$ cat src/rtl/rhh_pkg.sv
// Package for the bucketed hash table: constants, codes, controller/datapath structs.
// No dependencies.
`timescale 1ns / 1ps
`default_nettype none
package rhh_pkg;
    localparam int HOME_SLOTS_DEF     = 4096;
    localparam int OVERFLOW_SLOTS_DEF = 64;
    localparam int BUCKET_WAYS        = 4;
    localparam int CFG_IDX_W          = 2;

    localparam logic [1:0] CFG_SIZE_LOG2   = 2'd0;
    localparam logic [1:0] CFG_MAX_SLOTS   = 2'd1;
    localparam logic [1:0] CFG_MAX_BUCKETS = 2'd2;
    localparam logic [1:0] CFG_FILL_PCT    = 2'd3;

    localparam logic CMD_INSERT = 1'b0;
    localparam logic CMD_FIND   = 1'b1;

    localparam logic [2:0] ST_INSERTED  = 3'd0;
    localparam logic [2:0] ST_FOUND     = 3'd1;
    localparam logic [2:0] ST_NOT_FOUND = 3'd2;
    localparam logic [2:0] ST_REFUSED   = 3'd3;
    localparam logic [2:0] ST_PROBE_ERR = 3'd4;

    typedef enum logic [3:0] {
        S_CLEAR, S_IDLE, S_GROW, S_IRD, S_IWAIT, S_IEVAL,
        S_FRD, S_FWAIT, S_FEVAL, S_OUT
    } state_t;

    typedef struct packed {
        logic clear_step;
        logic load;
        logic grow_calc;
        logic rd;
        logic ins_eval;
        logic find_eval;
        logic finish;
    } ctl_t;

    typedef struct packed {
        logic clear_done;
        logic grow;
        logic past_end;
        logic ins_done;
        logic find_done;
        logic is_find;
    } sts_t;
endpackage
`default_nettype wire

$ cat src/rtl/rhh_ctrl.sv
// Controller FSM for the hash table: sequences clear, grow check, probes, result.
// Depends on rhh_pkg.
`timescale 1ns / 1ps
`default_nettype none
module rhh_ctrl
    import rhh_pkg::*;
(
    input  wire logic clk,
    input  wire logic rst_n,
    input  wire logic in_valid,
    output logic      in_ready,
    output logic      out_valid,
    input  wire logic out_ready,
    input  wire sts_t sts,
    output ctl_t      ctl
);
    state_t state_reg, state_next;

    always_ff @(posedge clk or negedge rst_n)
    begin
        if (!rst_n) state_reg <= S_CLEAR;
        else        state_reg <= state_next;
    end

    always_comb
    begin
        state_next = state_reg;
        unique case (state_reg)
            S_CLEAR: if (sts.clear_done) state_next = S_IDLE;
            S_IDLE:  if (in_valid) state_next = S_GROW;
            S_GROW:
            begin
                if (sts.is_find)      state_next = S_FRD;
                else if (sts.grow)    state_next = S_OUT;
                else                  state_next = S_IRD;
            end
            S_IRD:   state_next = sts.past_end ? S_OUT : S_IWAIT;
            S_IWAIT: state_next = S_IEVAL;
            S_IEVAL: state_next = sts.ins_done ? S_OUT : S_IRD;
            S_FRD:   state_next = sts.find_done ? S_OUT : S_FWAIT;
            S_FWAIT: state_next = S_FEVAL;
            S_FEVAL: state_next = sts.find_done ? S_OUT : S_FRD;
            S_OUT:   if (out_ready) state_next = S_IDLE;
            default: state_next = S_CLEAR;
        endcase
    end

    always_comb
    begin
        ctl = '0;
        in_ready = 1'b0;
        out_valid = 1'b0;
        unique case (state_reg)
            S_CLEAR: ctl.clear_step = 1'b1;
            S_IDLE:
            begin
                in_ready = 1'b1;
                ctl.load = in_valid;
            end
            S_GROW:  ctl.grow_calc = 1'b1;
            S_IRD:   ctl.rd = 1'b1;
            S_IEVAL: ctl.ins_eval = 1'b1;
            S_FRD:   ctl.rd = 1'b1;
            S_FEVAL: ctl.find_eval = 1'b1;
            S_OUT:
            begin
                out_valid = 1'b1;
                ctl.finish = out_ready;
            end
            default: ;
        endcase
    end

    assert property (@(posedge clk) disable iff (!rst_n)
        (state_reg == S_OUT && !out_ready) |=> state_reg == S_OUT)
        else $error("result dropped while stalled");
    assert property (@(posedge clk) disable iff (!rst_n)
        !(in_ready && out_valid))
        else $error("accept while result pending");
    assert property (@(posedge clk) disable iff (!rst_n)
        (state_reg == S_IDLE && in_valid) |=> state_reg == S_GROW)
        else $error("accepted item not started");
endmodule
`default_nettype wire

$ cat config.mk
export PLATFORM = sky130hd
export DESIGN_NAME = rhh_ctrl
export DESIGN_NICKNAME = d
export VERILOG_FILES = /design/src/rtl/rhh_pkg.sv /design/src/rtl/rhh_ctrl.sv
export SDC_FILE = /design/constraint.sdc
export NUM_CORES = 1
export LEC_CHECK = 0
export BUFFER_PORTS_ARGS = -buffer_cell sky130_fd_sc_hd__clkbuf_2
export CAP_MARGIN = 5
export CORE_AREA = 2 2 39 41
export CTS_CLUSTER_SIZE = 10
export DETAILED_ROUTE_END_ITERATION = 10
export DIE_AREA = 0 0 41 43
export SYNTH_ARGS = -nofsm -noshare
export SYNTH_HDL_FRONTEND = slang
export SYNTH_SLANG_ARGS = --single-unit
$ cat constraint.sdc
create_clock -name clk -period 1.65 [get_ports clk]
set_clock_uncertainty 0.15 [all_clocks]
set_input_delay 0.2475 -clock clk [delete_from_list [all_inputs] [get_ports clk]]
set_output_delay 0.2475 -clock clk [all_outputs]
set_load 0.05 [all_outputs]
==> results.sh, run 1 <==
export IMPL_io_buffers=18
export IMPL_top_usage_layer="met2"
export IMPL_critPathKind="register to output port"
export IMPL_leakage_nw=0.4335
export IMPL_start_util=0.3508
export IMPL_report_final_slew_viol_count=0
export IMPL_wl_um=1671
export IMPL_stdcell_count=111
export IMPL_largest_reg_flops=4
export IMPL_r2r_setup_slack_ns=-0.01
export IMPL_numCtsBuffers=3
export IMPL_grt_use_met1=0.2908
export IMPL_reg2reg_to="state_reg[1]$_DFFE_PN0P_"
export IMPL_syn_inst=56
export IMPL_grtUsageTotal=0.2220
export IMPL_maxCapViolCount=0
export IMPL_antenna_found_initial=0
export IMPL_grt_first_pass_wirelength_um=2615
export IMPL_die_x_um=41
export IMPL_fin_crit_sh=1.087
export IMPL_drt_iter0_markers=16
export IMPL_critPathArrivalTime_ns=1.40
export IMPL_reg2regPathDepth=6
export IMPL_route_detailed_wl_per_inst_um=15.05
export IMPL_synth_most_common_cell="nor2_1"
export IMPL_ys_ff_latch=4
export IMPL_relSlewSlack=0.7839
export IMPL_cp_start_kind="register"
export IMPL_cts_tree="built"
export IMPL_area_delta_synth_final_pct=110.3
export IMPL_p_per_area_nw_per_um2=1984
export IMPL_core_area_um2=1384
export IMPL_ios=19
export IMPL_fin_util=0.7378
export IMPL_ys_flop_type="dfrtp_1"
export IMPL_rows=14
export IMPL_dieArea_um2=1763
export IMPL_ys_async_sr_fraction=1.000
export IMPL_reg2reg_from="state_reg[0]$_DFFE_PN0P_"
export IMPL_syn_num_nets=66
export IMPL_ir_worst_vdd_uv=976.6
export IMPL_max_freq_ghz=0.5576
export IMPL_cts_root_buffer="clkbuf_4"
export IMPL_min_path_type="input pin to register"
export IMPL_setup_worst_path_start="state_reg[3]$_DFFE_PN0P_"
export IMPL_synth_edff_count=0
export IMPL_synth_warning_count=0
export IMPL_cts_buffer_depth=2
export IMPL_layout_setup_ws_ns=-0.1435
export IMPL_place_congestion=0.8487
export IMPL_fin_tns_setup_ns=-0.6706
export IMPL_drc_errors=0
export IMPL_critPathCapture="ctl[0]"
export IMPL_drive_gt1_frac=0.6737
export IMPL_hold_viol=0
export IMPL_avgViaCountPerCell=5.333
export IMPL_yosys_area_top_type_share=0.2062
export IMPL_finalHoldWorstSlack_ns=0.1093
export IMPL_synth_largest_area_cell="dfrtp_1"
export IMPL_grt_max_degree=9
export IMPL_diodes=0
export IMPL_synth_common_cells="5 x nor2_1, 4 x a21oi_1, 4 x dfrtp_1, 4 x nand2b_1, 3 x buf_4"
export IMPL_finalSetupViolations=8
export IMPL_violations="setup timing"
export IMPL_cts_sinks=4
export IMPL_syn_area_per_cell_um2=8.669
export IMPL_worst_pin_slew_ns=0.3228
export IMPL_drtPass1Iterations=4
export IMPL_synth_cell_types=33
export IMPL_synth_seq_area_share=0.2062
export IMPL_status="complete, but fails checks"
export IMPL_rsz0062_at_grt="yes"
export IMPL_layout_nets=106
export IMPL_dpl_hpwl_um=1083
export IMPL_clock_latency_ns=0.25
export IMPL_vias=592
export IMPL_use_met3=0.03141
export IMPL_h_tree_depth=1
export IMPL_crit_fanout=5
export IMPL_die_y_um=43
export IMPL_path_clk_slew_ns=0.04
export IMPL_grt_pass1_vias=572
export IMPL_fin_crit_ns=1.794
export IMPL_gr_total_overflow=0
export IMPL_grt_util_met2=0.3250
export IMPL_syn_cell_area_um2=485.5
export IMPL_required_ns=1.25
export IMPL_ys_top_cells_by_area="dfrtp_1 21%, a2111oi_4 5.7%, nand2b_1 5.2%, nor4b_4 4.9%, buf_4 4.6%"
export IMPL_drtAntennaViolNets=0
export IMPL_numPlacedInstances=98
export IMPL_endpoint_kind="output port"
[metrics by stage]
| stage | setup WS (ns) | power (mW) | instance area [um^2] |
|---|---|---|---|
| 3_5_place_dp | 0.01931 | 1.452 | 762.0 |
| 3_3_place_gp | 0.01819 | 1.439 | 762.0 |
| 4_1_cts | -0.1204 | 1.866 | 957.2 |
| 6_report | -0.1435 | 2.026 | 1021 |
| 2_1_floorplan | -0.2636 | 1.064 | 554.3 |
| 5_1_grt | -0.1889 | 2.129 | 1021 |
[critical path, stage by stage, from the launching register on]
cell       delay (ns)
dfrtp_2          0.41
or2b_4           0.32
nor2_4           0.10
and2_4           0.16
clkbuf_16        0.15
[where the power goes]
group          switching [mW]  internal [mW]
clock network          0.0512         0.0914
logic                   0.819          0.863
registers              0.0558          0.146
[cell type report]
class	instances	area (um^2)
sequential	4	105.1
inverter	1	3.754
timing repair buffer	40	424.2
multi-input combinational	46	441.7
fill	100	362.8
clock buffer	4	26.28
tap	16	20.02
[worst min path at each step]
| stage | start | to | cells after the start |
|---|---|---|---|
| CTS | sts[4] | state_reg[3]$_DFFE_PN0P_ | 3 |
| floorplan | rst_n | state_reg[0]$_DFFE_PN0P_ | 0 |
| global placement | rst_n | state_reg[0]$_DFFE_PN0P_ | 1 |
| finish | sts[4] | state_reg[3]$_DFFE_PN0P_ | 3 |
| detailed placement | rst_n | state_reg[0]$_DFFE_PN0P_ | 1 |
| global route | sts[4] | state_reg[3]$_DFFE_PN0P_ | 3 |
[cell families (layout without fill, tap and decap cells)]
family | Yosys count | in the layout | share of synthesized area
buffers and inverters | 6 | 45 | 0.08761
AOI/OAI and AO/OA | 17 | 17 | 0.2887
DFF | 4 | 4 | 0.2062
and+or+nand+nor | 29 | 29 | 0.4175
[placed cells by master (no fill, tap or decap), drive strengths merged, types with 3 or more instances in the layout]
cell type and count:
buf 27, clkbuf 16, nand2b 5, nor2 5, dfrtp 4, a21oi 4
o21ai 3
[routing by layer]
layer,vias up,wire length (um)
li1,285,-
met1,285,729
met2,17,833
met3,5,66
met4,0,42
met5,-,0
[repair_timing]
item,in CTS,in global routing
gates resized for setup,24,13
endpoints found under the setup margin,9,11
hold buffers,1,0
buffers inserted,6,3
pin swaps,5,7
endpoints found under the hold margin,4,0
Power figures use the tool's default switching activity.
==> inputs of run 2 (changes only) <==
- CORE_AREA: 2 2 39 41 -> 10 10 47 49
- DIE_AREA: 0 0 41 43 -> 0 0 57 59
==> run 2 against run 1 <==
The run still ends with setup timing left. Highest routed layer unchanged. Sequential power up 5%. Largest power group unchanged. Combinational power decreased by 7%. Wire length shrank 3.2%.
==> results.sh, run 2 (same netlist as run 1, synthesis figures left out) <==
export IMPL_drc_errors=0
export IMPL_leakage_nw=0.4153
export IMPL_rows=14
export IMPL_status="complete, but fails checks"
export IMPL_grt_max_degree=10
export IMPL_maxCapViolCount=0
export IMPL_largest_reg_flops=4
export IMPL_dpl_hpwl_um=1167
export IMPL_numCtsBuffers=3
export IMPL_ir_worst_vdd_uv=1166
export IMPL_final_common_cell="buf_4"
export IMPL_diodes=0
export IMPL_holdPathStages=3
export IMPL_layout_setup_ws_ns=-0.1559
export IMPL_fin_crit_sh=1.094
export IMPL_start_util=0.3464
export IMPL_p_per_area_nw_per_um2=1951
export IMPL_mostFrequentLayoutCells="16 x buf_4, 10 x buf_12, 9 x clkbuf_2"
export IMPL_relSlewSlack=0.8012
export IMPL_r2r_setup_slack_ns=-0.01
export IMPL_vias=592
export IMPL_drtPass1Iterations=4
export IMPL_dpl_cell_area_um2=847.1
export IMPL_min_to="state_reg[3]$_DFFE_PN0P_"
export IMPL_p_total_mw=1.916
export IMPL_path_clk_slew_ns=0.05
export IMPL_dieArea_um2=3363
export IMPL_finalSetupViolations=10
export IMPL_violations="setup timing"
export IMPL_layout_nets=104
export IMPL_fin_tns_setup_ns=-1.090
export IMPL_cts_tree="built"
export IMPL_finish_instance_area_um2=982.2
export IMPL_critPathKind="register to output port"
export IMPL_cts_root_buffer="clkbuf_4"
export IMPL_grt_first_pass_wirelength_um=2835
export IMPL_report_final_slew_viol_count=0
export IMPL_h_tree_depth=1
export IMPL_grtUsageTotal=0.1008
export IMPL_gr_total_overflow=0
export IMPL_max_freq_ghz=0.5538
export IMPL_reg2reg_from="state_reg[3]$_DFFE_PN0P_"
export IMPL_cts_sinks=4
export IMPL_critPathArrivalTime_ns=1.41
export IMPL_route_detailed_wl_per_inst_um=14.84
export IMPL_clock_latency_ns=0.25
export IMPL_wl_um=1618
export IMPL_cp_slowest_stage_delay_ns=0.45
export IMPL_fin_crit_ns=1.806
export IMPL_place_congestion=0.8456
export IMPL_drtAntennaViolNets=0
export IMPL_die_x_um=57
export IMPL_rsz0062_at_grt="yes"
export IMPL_drt_iter0_markers=12
export IMPL_grt_pass1_vias=639
export IMPL_io_buffers=18
export IMPL_cp_start_kind="register"
export IMPL_reg2regPathDepth=4
export IMPL_min_path_type="input pin to register"
export IMPL_endpoint_kind="output port"
export IMPL_required_ns=1.25
export IMPL_reg2reg_to="state_reg[1]$_DFFE_PN0P_"
export IMPL_slowest_stage="dfrtp_2"
export IMPL_die_y_um=59
export IMPL_core_area_um2=1401
export IMPL_ios=19
export IMPL_cts_buffer_depth=2
export IMPL_antenna_found_initial=0
export IMPL_path_cells="or2b_4 -> nor3_4 -> buf_12"
export IMPL_place_ws_ns=-0.002007
export IMPL_crit_fanout=7
export IMPL_avgViaCountPerCell=5.431
export IMPL_hp_start="sts[4]"
export IMPL_drive_gt1_frac=0.6667
export IMPL_worst_pin_slew_ns=0.2960
export IMPL_hold_viol=0
export IMPL_area_delta_synth_final_pct=102.3
## run 2: report_power, final
group          switching, mW  leakage [nW]  total, mW  internal, mW
sequential            0.0667        0.0458      0.212         0.146
clock                 0.0486        0.0150      0.140        0.0912
combinational          0.750         0.354       1.56         0.815
total                  0.865         0.415       1.92          1.05
## run 2: worst max-delay path: cells and delay by family (launching register included)
kind          cells  cell delay [ns]
buf+inv           1             0.16
flops             1             0.45
simple gates      2             0.55
## run 2: worst max path at each step
stage / slack (ns) / to / from / cells past startpoint
after floorplan: -0.26 / state_reg[1]$_DFFE_PN0P_ / state_reg[3]$_DFFE_PN0P_ / 4
after global placement: 0.06 / state_reg[1]$_DFFE_PN0P_ / state_reg[3]$_DFFE_PN0P_ / 4
after detailed placement: -0.002 / state_reg[1]$_DFFE_PN0P_ / state_reg[2]$_DFFE_PN0P_ / 4
after CTS: -0.13 / ctl[0] / state_reg[3]$_DFFE_PN0P_ / 4
after global routing: -0.20 / ctl[0] / state_reg[3]$_DFFE_PN0P_ / 4
final: -0.16 / ctl[1] / state_reg[3]$_DFFE_PN0P_ / 3
## run 2: per-stage QoR
stage / hold slack [ns] / std cells / util
global route: 0.1729 / 109 / 0.7009
global placement: -0.09597 / 97 / 0.6045
detailed placement: -0.09342 / 97 / 0.6045
CTS: 0.1532 / 109 / 0.6911
finish: 0.1358 / 109 / 0.7009
floorplan: -0.1981 / 56 / -
## run 2: layout make-up
class                   count  area (um^2)
inverters                   1        3.754
fillers                   113        419.2
repair buffers             38        397.9
well taps                  16        20.02
flip-flops and latches      4        105.1
multi-input cells          46        429.2
clock buffers               4        26.28
## run 2: what timing repair did
| item | CTS | global route |
|---|---|---|
| endpoints found under the setup margin | 10 | 10 |
| hold buffers | 1 | 0 |
| pin swaps | 4 | 3 |
| cloned | 0 | 0 |
| hold endpoints to repair | 4 | 0 |
| setup buffers | 7 | 0 |
| gates resized for setup | 7 | 4 |
## run 2: per-layer routing
metal  part of all wire  vias up  track usage
li1                   -      286            -
met1               0.42      288       0.1155
met2               0.53       16       0.1752
met3              0.045        2      0.03219
met4             0.0062        0      0.02685
met5                  0        -            0
